**config.mk**
```make
export PLATFORM = sky130hd
export DESIGN_NAME = eight_bit_risc_execute_unit
export DESIGN_NICKNAME = d
export VERILOG_FILES = /design/src/rtl/core/erx_pkg.sv /design/src/rtl/core/erx_front.sv /design/src/rtl/core/erx_back.sv /design/src/rtl/core/eight_bit_risc_execute_unit.sv
export SDC_FILE = /design/constraint.sdc
export NUM_CORES = 2
export LEC_CHECK = 0
export BUFFER_PORTS_ARGS = -buffer_cell sky130_fd_sc_hd__buf_2
export CORE_UTILIZATION = 50
export DETAILED_ROUTE_END_ITERATION = 10
export GPL_TIMING_DRIVEN = 1
export HOLD_SLACK_MARGIN = 0.08
export PLACE_DENSITY = 0.76
export SLEW_MARGIN = 25
export SYNTH_ARGS = -nofsm -noshare
export SYNTH_HDL_FRONTEND = slang
export SYNTH_SLANG_ARGS = --single-unit
```
**constraint.sdc**
```tcl
create_clock -name clock -period 10.7 [get_ports clock]
set_clock_uncertainty 0.15 [all_clocks]
set_input_delay 2.14 -clock clock [delete_from_list [all_inputs] [get_ports clock]]
set_output_delay 2.14 -clock clock [all_outputs]
set_load 0.05 [all_outputs]
```
**src/rtl/core/erx_pkg.sv**
```systemverilog
package erx_pkg;

   localparam int INSTR_W   = 16;
   localparam int OPCODE_W  = 4;
   localparam int REG_IDX_W = 6;
   localparam int REG_COUNT = 2 ** REG_IDX_W;
   localparam int IMM_W     = 6;
   localparam int IMM_RANGE = 2 ** IMM_W;
   localparam int DATA_W    = 8;
   localparam int PC_W      = 16;
   localparam int FLAGS_W   = 5;

   localparam logic [FLAGS_W-1:0] FLAGS_RESET = 5'b11111;

   // Bit positions inside the status flags.
   localparam int FLAG_C = 4;
   localparam int FLAG_V = 3;
   localparam int FLAG_N = 2;
   localparam int FLAG_S = 1;
   localparam int FLAG_Z = 0;

   localparam int QUEUE_DEPTH = 2;
   localparam int QPTR_W      = $clog2(QUEUE_DEPTH);
   localparam int QCNT_W      = $clog2(QUEUE_DEPTH + 1);

   typedef enum logic [OPCODE_W-1:0] {
      OP_ADD  = 4'd0,
      OP_SUB  = 4'd1,
      OP_MUL  = 4'd2,
      OP_LDI  = 4'd3,
      OP_BEQZ = 4'd4,
      OP_AND  = 4'd5,
      OP_OR   = 4'd6,
      OP_JR   = 4'd7,
      OP_SLC  = 4'd8,
      OP_SRC  = 4'd9,
      OP_LB   = 4'd10,
      OP_SB   = 4'd11
   } op_type;

   // Decoded instruction as it travels from the front end to the execute side.
   typedef struct packed {
      op_type                 op_code;
      logic                   bad_op;
      logic [REG_IDX_W-1:0]   r1_idx;
      logic [IMM_W-1:0]       low_field;
   } instr_type;

   typedef struct packed {
      logic [PC_W-1:0]        next_pc;
      logic                   branch_taken;
      logic                   write_enable;
      logic [REG_IDX_W-1:0]   write_index;
      logic [DATA_W-1:0]      write_value;
      logic [FLAGS_W-1:0]     flags_out;
      logic                   bad_opcode;
   } result_type;

endpackage

```
**src/rtl/core/erx_front.sv**
```systemverilog
module erx_front
   import erx_pkg::*;
(
   input  logic                  clock,
   input  logic                  reset,
   input  logic                  req_valid,
   output logic                  req_stall,
   input  logic [INSTR_W-1:0]    req_instr_word,
   output logic                  q_valid,
   output instr_type             q_item,
   input  logic                  q_pop
);

   instr_type                 dec_item;
   instr_type                 slot_ff [QUEUE_DEPTH];
   logic [QPTR_W-1:0]         wr_ptr_ff;
   logic [QPTR_W-1:0]         rd_ptr_ff;
   logic [QCNT_W-1:0]         count_ff;
   logic                      push;

   // Split the word into its fields and flag the unused opcodes.
   always_comb begin
      dec_item.op_code   = op_type'(req_instr_word[INSTR_W-1 -: OPCODE_W]);
      dec_item.r1_idx    = req_instr_word[IMM_W +: REG_IDX_W];
      dec_item.low_field = req_instr_word[IMM_W-1:0];
      case (req_instr_word[INSTR_W-1 -: OPCODE_W]) inside
         [OP_ADD:OP_SB]: begin
            dec_item.bad_op = 1'b0;
         end
         default: begin
            dec_item.bad_op = 1'b1;
         end
      endcase
   end

   assign req_stall = (count_ff == QCNT_W'(QUEUE_DEPTH));
   assign push      = req_valid && !req_stall;
   assign q_valid   = (count_ff != '0);
   assign q_item    = slot_ff[rd_ptr_ff];

   always_ff @(posedge clock) begin
      if (push) begin
         slot_ff[wr_ptr_ff] <= dec_item;
      end
   end

   always_ff @(posedge clock) begin
      if (reset) begin
         wr_ptr_ff <= '0;
         rd_ptr_ff <= '0;
         count_ff  <= '0;
      end else begin
         if (push) begin
            wr_ptr_ff <= (wr_ptr_ff == QPTR_W'(QUEUE_DEPTH - 1)) ? '0 : wr_ptr_ff + 1'b1;
         end
         if (q_pop) begin
            rd_ptr_ff <= (rd_ptr_ff == QPTR_W'(QUEUE_DEPTH - 1)) ? '0 : rd_ptr_ff + 1'b1;
         end
         if (push && !q_pop) begin
            count_ff <= count_ff + 1'b1;
         end else if (!push && q_pop) begin
            count_ff <= count_ff - 1'b1;
         end
      end
   end

endmodule

```
**src/rtl/core/erx_back.sv**
```systemverilog
module erx_back
   import erx_pkg::*;
#(
   parameter int DATA_BYTES = 2048
)
(
   input  logic                  clock,
   input  logic                  reset,
   input  logic                  q_valid,
   input  instr_type             q_item,
   output logic                  q_pop,
   output logic                  rsp_valid,
   input  logic                  rsp_stall,
   output result_type            rsp_result
);

   // The data store is cut down to the bytes that the immediate can reach.
   localparam int STORE_DEPTH = (DATA_BYTES < IMM_RANGE) ? DATA_BYTES : IMM_RANGE;
   localparam int ADDR_W      = $clog2(STORE_DEPTH);

   typedef enum logic [1:0] {
      SRC_MEM,
      SRC_ZERO,
      SRC_FWD
   } src_type;

   logic [DATA_W-1:0]         reg_mem   [REG_COUNT];
   logic [DATA_W-1:0]         store_mem [STORE_DEPTH];
   logic [REG_COUNT-1:0]      reg_written_ff;
   logic [STORE_DEPTH-1:0]    store_written_ff;

   instr_type                 ex_item_ff;
   logic                      ex_valid_ff;
   logic [DATA_W-1:0]         rd_a_ff;
   logic [DATA_W-1:0]         rd_b_ff;
   logic [DATA_W-1:0]         rd_m_ff;
   src_type                   src_a_ff;
   src_type                   src_b_ff;
   src_type                   src_m_ff;
   logic [DATA_W-1:0]         fwd_reg_ff;
   logic [DATA_W-1:0]         fwd_store_ff;

   logic [PC_W-1:0]           pc_ff;
   logic [FLAGS_W-1:0]        flags_ff;
   logic                      rsp_valid_ff;
   result_type                rsp_ff;

   logic                      fire;
   logic [ADDR_W-1:0]         pop_addr;
   logic [ADDR_W-1:0]         ex_addr;
   logic [DATA_W-1:0]         op_a;
   logic [DATA_W-1:0]         op_b;
   logic [DATA_W-1:0]         op_m;
   logic [DATA_W:0]           sum;
   logic [2*DATA_W-1:0]       product;
   logic [2*DATA_W-1:0]       rot_left;
   logic [2*DATA_W-1:0]       rot_right;
   logic [PC_W-1:0]           pc_plus1;
   logic [DATA_W-1:0]         res;
   logic                      reg_we;
   logic                      store_we;
   logic                      taken;
   logic                      set_nz;
   logic [PC_W-1:0]           pc_in;
   logic [FLAGS_W-1:0]        flags_in;
   src_type                   src_a_in;
   src_type                   src_b_in;
   src_type                   src_m_in;

   assign fire      = ex_valid_ff && (!rsp_valid_ff || !rsp_stall);
   assign q_pop     = q_valid && (!ex_valid_ff || fire);
   assign pop_addr  = q_item.low_field[ADDR_W-1:0];
   assign ex_addr   = ex_item_ff.low_field[ADDR_W-1:0];

   // A write that retires at the same edge as the read is taken from the
   // forward register; an entry never written reads as zero.
   always_comb begin
      if (fire && reg_we && ex_item_ff.r1_idx == q_item.r1_idx) begin
         src_a_in = SRC_FWD;
      end else if (!reg_written_ff[q_item.r1_idx]) begin
         src_a_in = SRC_ZERO;
      end else begin
         src_a_in = SRC_MEM;
      end
      if (fire && reg_we && ex_item_ff.r1_idx == q_item.low_field) begin
         src_b_in = SRC_FWD;
      end else if (!reg_written_ff[q_item.low_field]) begin
         src_b_in = SRC_ZERO;
      end else begin
         src_b_in = SRC_MEM;
      end
      if (fire && store_we && ex_addr == pop_addr) begin
         src_m_in = SRC_FWD;
      end else if (!store_written_ff[pop_addr]) begin
         src_m_in = SRC_ZERO;
      end else begin
         src_m_in = SRC_MEM;
      end
   end

   always_comb begin
      case (src_a_ff)
         SRC_FWD:  op_a = fwd_reg_ff;
         SRC_ZERO: op_a = '0;
         default:  op_a = rd_a_ff;
      endcase
      case (src_b_ff)
         SRC_FWD:  op_b = fwd_reg_ff;
         SRC_ZERO: op_b = '0;
         default:  op_b = rd_b_ff;
      endcase
      case (src_m_ff)
         SRC_FWD:  op_m = fwd_store_ff;
         SRC_ZERO: op_m = '0;
         default:  op_m = rd_m_ff;
      endcase
   end

   assign sum       = {1'b0, op_a} + {1'b0, op_b};
   assign product   = op_a * op_b;
   assign rot_left  = {op_a, op_a} << ex_item_ff.low_field[2:0];
   assign rot_right = {op_a, op_a} >> ex_item_ff.low_field[2:0];
   assign pc_plus1  = pc_ff + 1'b1;

   always_comb begin
      res      = '0;
      reg_we   = 1'b0;
      store_we = 1'b0;
      taken    = 1'b0;
      set_nz   = 1'b0;
      pc_in    = pc_plus1;
      flags_in = flags_ff;
      case (ex_item_ff.op_code)
         OP_ADD: begin
            res              = sum[DATA_W-1:0];
            reg_we           = 1'b1;
            set_nz           = 1'b1;
            flags_in[FLAG_C] = sum[DATA_W];
            flags_in[FLAG_V] = ~(op_a[DATA_W-1] ^ op_b[DATA_W-1])
                             & (op_a[DATA_W-1] ^ res[DATA_W-1]);
         end
         OP_SUB: begin
            res              = op_a - op_b;
            reg_we           = 1'b1;
            set_nz           = 1'b1;
            flags_in[FLAG_V] = (op_a[DATA_W-1] ^ op_b[DATA_W-1])
                             & (op_a[DATA_W-1] ^ res[DATA_W-1]);
         end
         OP_MUL: begin
            res    = product[DATA_W-1:0];
            reg_we = 1'b1;
            set_nz = 1'b1;
         end
         OP_LDI: begin
            res    = DATA_W'(ex_item_ff.low_field);
            reg_we = 1'b1;
         end
         OP_BEQZ: begin
            if (op_a == '0) begin
               taken = 1'b1;
               pc_in = pc_plus1 + PC_W'(ex_item_ff.low_field);
            end
         end
         OP_AND: begin
            res    = op_a & op_b;
            reg_we = 1'b1;
            set_nz = 1'b1;
         end
         OP_OR: begin
            res    = op_a | op_b;
            reg_we = 1'b1;
            set_nz = 1'b1;
         end
         OP_JR: begin
            taken = 1'b1;
            pc_in = {op_a, op_b};
         end
         OP_SLC: begin
            res    = rot_left[2*DATA_W-1:DATA_W];
            reg_we = 1'b1;
            set_nz = 1'b1;
         end
         OP_SRC: begin
            res    = rot_right[DATA_W-1:0];
            reg_we = 1'b1;
            set_nz = 1'b1;
         end
         OP_LB: begin
            res    = op_m;
            reg_we = 1'b1;
         end
         OP_SB: begin
            store_we = 1'b1;
         end
         default: begin
         end
      endcase
      if (set_nz) begin
         flags_in[FLAG_N] = res[DATA_W-1];
         flags_in[FLAG_Z] = (res == '0);
      end
      // Only ADD and SUB move V, so S follows N xor V whenever they run.
      if (ex_item_ff.op_code == OP_ADD || ex_item_ff.op_code == OP_SUB) begin
         flags_in[FLAG_S] = flags_in[FLAG_N] ^ flags_in[FLAG_V];
      end
   end

   // Register file: two reads at issue, one write at retirement.
   always_ff @(posedge clock) begin
      if (fire && reg_we) begin
         reg_mem[ex_item_ff.r1_idx] <= res;
      end
      if (q_pop) begin
         rd_a_ff <= reg_mem[q_item.r1_idx];
         rd_b_ff <= reg_mem[q_item.low_field];
      end
   end

   always_ff @(posedge clock) begin
      if (fire && store_we) begin
         store_mem[ex_addr] <= op_a;
      end
      if (q_pop) begin
         rd_m_ff <= store_mem[pop_addr];
      end
   end

   always_ff @(posedge clock) begin
      if (q_pop) begin
         ex_item_ff <= q_item;
         src_a_ff   <= src_a_in;
         src_b_ff   <= src_b_in;
         src_m_ff   <= src_m_in;
      end
      if (fire) begin
         fwd_reg_ff   <= res;
         fwd_store_ff <= op_a;
         rsp_ff.next_pc      <= pc_in;
         rsp_ff.branch_taken <= taken;
         rsp_ff.write_enable <= reg_we;
         rsp_ff.write_index  <= reg_we ? ex_item_ff.r1_idx : '0;
         rsp_ff.write_value  <= reg_we ? res : '0;
         rsp_ff.flags_out    <= flags_in;
         rsp_ff.bad_opcode   <= ex_item_ff.bad_op;
      end
   end

   always_ff @(posedge clock) begin
      if (reset) begin
         ex_valid_ff      <= 1'b0;
         rsp_valid_ff     <= 1'b0;
         pc_ff            <= '0;
         flags_ff         <= FLAGS_RESET;
         reg_written_ff   <= '0;
         store_written_ff <= '0;
      end else begin
         if (q_pop) begin
            ex_valid_ff <= 1'b1;
         end else if (fire) begin
            ex_valid_ff <= 1'b0;
         end
         if (fire) begin
            rsp_valid_ff <= 1'b1;
         end else if (!rsp_stall) begin
            rsp_valid_ff <= 1'b0;
         end
         if (fire) begin
            pc_ff    <= pc_in;
            flags_ff <= flags_in;
            if (reg_we) begin
               reg_written_ff[ex_item_ff.r1_idx] <= 1'b1;
            end
            if (store_we) begin
               store_written_ff[ex_addr] <= 1'b1;
            end
         end
      end
   end

   assign rsp_valid  = rsp_valid_ff;
   assign rsp_result = rsp_ff;

endmodule

```
**src/rtl/core/eight_bit_risc_execute_unit.sv**
```systemverilog
// Channel   Direction  Handshake              Payload
// req       in         req_valid / req_stall  req_instr_word
// rsp       out        rsp_valid / rsp_stall  rsp_next_pc, rsp_branch_taken, rsp_write_enable,
//                                             rsp_write_index, rsp_write_value,
//                                             rsp_flags_out, rsp_bad_opcode
//
// One item is taken and one result is delivered per clock when neither side stalls.
// An item is written into the queue at the edge that accepts it; its operands are read into the
// operand registers as it leaves the queue, and it is then executed into the output register,
// from which its result can be taken.
// The rate is set by the single execute stage, whose register file and data store
// writes are bypassed to the next item's operand reads.
// Reset (synchronous, active high) zeroes the program counter, sets all five flags and
// marks every register and data byte as unwritten, so they read as zero.
// A stall on rsp holds the execute stage; the two-entry queue then fills and raises req_stall.
module eight_bit_risc_execute_unit
   import erx_pkg::*;
#(
   parameter int DATA_BYTES = 2048
)
(
   input  logic                  clock,
   input  logic                  reset,
   input  logic                  req_valid,
   output logic                  req_stall,
   input  logic [INSTR_W-1:0]    req_instr_word,
   output logic                  rsp_valid,
   input  logic                  rsp_stall,
   output logic [PC_W-1:0]       rsp_next_pc,
   output logic                  rsp_branch_taken,
   output logic                  rsp_write_enable,
   output logic [REG_IDX_W-1:0]  rsp_write_index,
   output logic [DATA_W-1:0]     rsp_write_value,
   output logic [FLAGS_W-1:0]    rsp_flags_out,
   output logic                  rsp_bad_opcode
);

   // Decoded items waiting between the front end and the execute side.
   logic        q_valid;
   logic        q_pop;
   instr_type   q_item;
   result_type  rsp_result;

   // The front end decodes each item and parks it in a short queue, so input
   // acceptance does not wait on the execute side directly.
   erx_front u_front (
      .clock          (clock),
      .reset          (reset),
      .req_valid      (req_valid),
      .req_stall      (req_stall),
      .req_instr_word (req_instr_word),
      .q_valid        (q_valid),
      .q_item         (q_item),
      .q_pop          (q_pop)
   );

   // The back end reads operands, executes, updates the architectural state
   // and holds the result in an output register until it is taken.
   erx_back #(
      .DATA_BYTES (DATA_BYTES)
   ) u_back (
      .clock      (clock),
      .reset      (reset),
      .q_valid    (q_valid),
      .q_item     (q_item),
      .q_pop      (q_pop),
      .rsp_valid  (rsp_valid),
      .rsp_stall  (rsp_stall),
      .rsp_result (rsp_result)
   );

   assign rsp_next_pc      = rsp_result.next_pc;
   assign rsp_branch_taken = rsp_result.branch_taken;
   assign rsp_write_enable = rsp_result.write_enable;
   assign rsp_write_index  = rsp_result.write_index;
   assign rsp_write_value  = rsp_result.write_value;
   assign rsp_flags_out    = rsp_result.flags_out;
   assign rsp_bad_opcode   = rsp_result.bad_opcode;

endmodule
```
==> impl_metrics.env <==
export IMPL_status="completed"
export IMPL_synth_area_top_cells="edfxtp_1 57%, nand2_1 11%, nand3_1 7.2%"
export IMPL_ir_drop_mv=0.380
export IMPL_grt_max_degree=173
export IMPL_slew_headroom_pct=21.2
export IMPL_clkSinkCount=1315
export IMPL_grt_usage_pct=28.2
export IMPL_timing_hold_violations_final=0
export IMPL_numCtsBuffers=133
export IMPL_wl_per_cell_um=23.9
export IMPL_syn_avg_cell_area_um2=10.3
export IMPL_tightestPinTransition_ns=1.18
export IMPL_cts_root_buffer="clkbuf_16"
export IMPL_power_switching_mw=8.76
export IMPL_yosys_warnings=0
export IMPL_slew_viol_final=0
export IMPL_hold_class="flop to flop"
export IMPL_synth_edf_count=1159
export IMPL_switching_share_pct=42.0
export IMPL_syn_inst=5992
export IMPL_timing_final_ws_setup_ns=3.00
export IMPL_n_fill_cell=9855
export IMPL_tritoncts="built"
export IMPL_synthArstFlopShare_pct=0
export IMPL_reg2reg_depth=24
export IMPL_die_width_um=353
export IMPL_insertion_delay_ns=0.79
export IMPL_period_minus_slack_ns=7.70
export IMPL_crit_fanout=68
export IMPL_instances_no_fill=7548
export IMPL_clkPwrFrac_pct=22.2
export IMPL_place_ws_ns=3.07
export IMPL_rsz0062_at_grt="no"
export IMPL_cp_required_ns=11.08
export IMPL_yosysMostFrequentCell="nand2_1"
export IMPL_synth_nets=6077
export IMPL_diodes=0
export IMPL_worst_ep_arrival_time_ns=8.08
export IMPL_ys_top_cells_by_count="1822 x nand2_1, 1159 x edfxtp_1, 890 x nand3_1"
export IMPL_p_int_mw=12.1
export IMPL_power_frac_seq_pct=35.9
export IMPL_hold_path_startpoint="u_back.ex_item_ff[12]"
export IMPL_multi_input_area_um2=21900
export IMPL_combPwrFrac_pct=41.9
export IMPL_worstSetupStartpointType="flop"
export IMPL_grt_pass1_vias=44500
export IMPL_min_period_over_period_pct=71.9
export IMPL_setup_tns_ns=0
export IMPL_holdPathEnd="u_back.rsp_result[0]"
export IMPL_drc_errors=0
export IMPL_fp_dieH_um=353
export IMPL_port_buffers=59
export IMPL_initial_core_util_pct=50.5
export IMPL_finish_utilization_pct=55.4
export IMPL_cts_buffer_depth=3
export IMPL_coreArea_um2=122000
export IMPL_drive_gt1_share_pct=7.21
export IMPL_ant_nets=0
export IMPL_dr_pass1_iters=7
export IMPL_crit_path_end_kind="flop"
export IMPL_timing_hold_ws_ns=0.290
export IMPL_yosysUniqueCellTypes=85
export IMPL_drt_iter0_markers=7695
export IMPL_grt_pass1_wl_um=270000
export IMPL_placedCellCount=7304
export IMPL_detail_route_wirelength_um=181000
export IMPL_via_per_inst=6.33
export IMPL_rows=128
export IMPL_setup_violations=0
export IMPL_synthFlopType="edfxtp_1"
export IMPL_post_cts_buffers=0
export IMPL_p_total_mw=20.9
export IMPL_ys_seq_elements=1315
export IMPL_synth_area_um2=61600
export IMPL_design_area_um2=67500
export IMPL_place_area_um2=63100
export IMPL_path_clk_slew_ns=0.06
export IMPL_layout_nets=5899
export IMPL_synth_top_cell_area_share_pct=56.5
export IMPL_ctsHtreeMaxLevel=4
export IMPL_dp_hpwl_um=105000
export IMPL_min_path_cells=0
export IMPL_synth_top_area_cell="edfxtp_1"
export IMPL_place_gp_congestion=0.953
export IMPL_fmax_ghz=0.130
export IMPL_cts_hold_buf=0
export IMPL_crit_type="flop to flop"
export IMPL_area_sequential_um2=37900
export IMPL_reg2reg_to="u_back.rsp_result[3]"
export IMPL_reg2reg_slack_ns=3.00
export IMPL_grt_ovfl_total=0
export IMPL_timing_rr_start="u_back.src_a_ff[0]"
export IMPL_die_area_um2=125000
export IMPL_antenna_found_initial=4
export IMPL_power_density_nw_per_um2=309
export IMPL_ys_seq_area_share_pct=61.6
export IMPL_via_count=47800
export IMPL_syn_to_final_growth_pct=9.60
export IMPL_p_leak_nw=23.8
export IMPL_num_io_pins=60
export IMPL_cts_resized=0
export IMPL_max_cap_violations=0
==> power groups by stage <==
stage	logic [mW]	clock network [mW]	registers (mW)
floorplan	5.33	0	7.65
global placement	8.37	0	7.57
detailed placement	8.49	0	7.58
CTS	8.54	4.64	7.47
global route	9.24	4.83	7.50
finish	8.75	4.63	7.49
==> per-layer routing <==
layer | share of wire, % | up-vias | GRT usage, %
li1 | - | 21200 | -
met1 | 37 | 22900 | 37.7
met2 | 47 | 3211 | 44.6
met3 | 12 | 491 | 5.03
met4 | 4.7 | 2 | 13.3
met5 | 0.0072 | - | 0
==> flip-flops by register name, summed over array words and instances (netlist names), 2 cells and up, named ones only <==
name and flops:
u_back.pc_ff 16, u_back.store_mem 512, u_back.rd_a_ff 8, u_back.src_a_ff 2, u_back.store_written_ff 64, u_back.ex_addr 6, u_back.rsp_result 38, u_back.src_b_ff 2
u_back.rd_b_ff 8, u_back.src_m_ff 2, u_back.flags_ff 5, u_back.reg_written_ff 64, u_back.fwd_reg_ff 8, u_back.ex_item_ff 11, u_back.rd_m_ff 8, u_front.slot_ff 34
u_back.fwd_store_ff 8, u_back.reg_mem 512, u_front.count_ff 2
==> worst max path at each step <==
stage | from | endpoint | slack, ns
after floorplan | u_back.src_a_ff[1] | u_back.rsp_result[1] | 2.87
after global placement | u_back.src_a_ff[0] | u_back.rsp_result[3] | 3.23
after detailed placement | u_back.src_a_ff[0] | u_back.rsp_result[3] | 3.07
after CTS | u_back.src_a_ff[0] | u_back.rsp_result[3] | 3.05
after global routing | u_back.src_a_ff[0] | u_back.rsp_result[3] | 2.62
final | u_back.src_a_ff[0] | u_back.rsp_result[3] | 3.00
==> critical path, stage by stage (launching register included) <==
cell	delay, ns
edfxtp_1	0.34
inv_1	0.05
ha_1	0.95
nand2_1	0.18
o21a_1	0.30
inv_2	0.25
buf_4	0.60
nand2_1	0.16
fa_1	0.42
inv_1	0.10
fa_1	0.42
ha_1	0.29
inv_1	0.05
fa_1	0.48
inv_1	0.04
ha_1	0.31
a21o_1	0.20
a21oi_1	0.23
xnor2_1	0.16
xnor3_1	0.25
xnor3_1	0.20
o2bb2ai_1	0.22
or2_2	0.33
buf_4	0.35
mux2_2	0.36
==> placed cells by master (no fill, tap or decap), types with 31 or more instances in the layout <==
cell type,count
a311oi_1,272
o21a_1,74
and3_1,114
xnor2_1,39
inv_1,74
edfxtp_1,1159
dfxtp_1,155
a21oi_1,85
buf_2,58
a31oi_1,58
clkbuf_16,134
clkbuf_1,31
nor2_1,322
nand3_1,889
ha_1,50
a211oi_1,33
nand2_1,1819
o21ai_0,42
buf_4,62
==> cell type report <==
| type | instances | share of cell area, % |
|---|---|---|
| flip-flops and latches | 1315 | 56.2 |
| multi-input cells | 4146 | 32.4 |
| clock buffers | 179 | 5.43 |
| well taps | 1625 | 3.01 |
| repair buffers | 131 | 1.45 |
| clock inverters | 65 | 0.972 |
| inverters | 87 | 0.521 |
==> cell families after synthesis <==
group / Yosys count / share of synthesized area [%]
buffers and inverters: 531 / 3.28
XOR/XNOR: 58 / 0.892
AO/OA/AOI/OAI: 674 / 8.28
AND/OR/NAND/NOR: 3296 / 23.0
multiplexers: 53 / 1.39
adder cells (fa/ha/maj): 65 / 1.50
flip-flops: 1315 / 61.6
No activity file was read; power rests on OpenSTA's default activity.
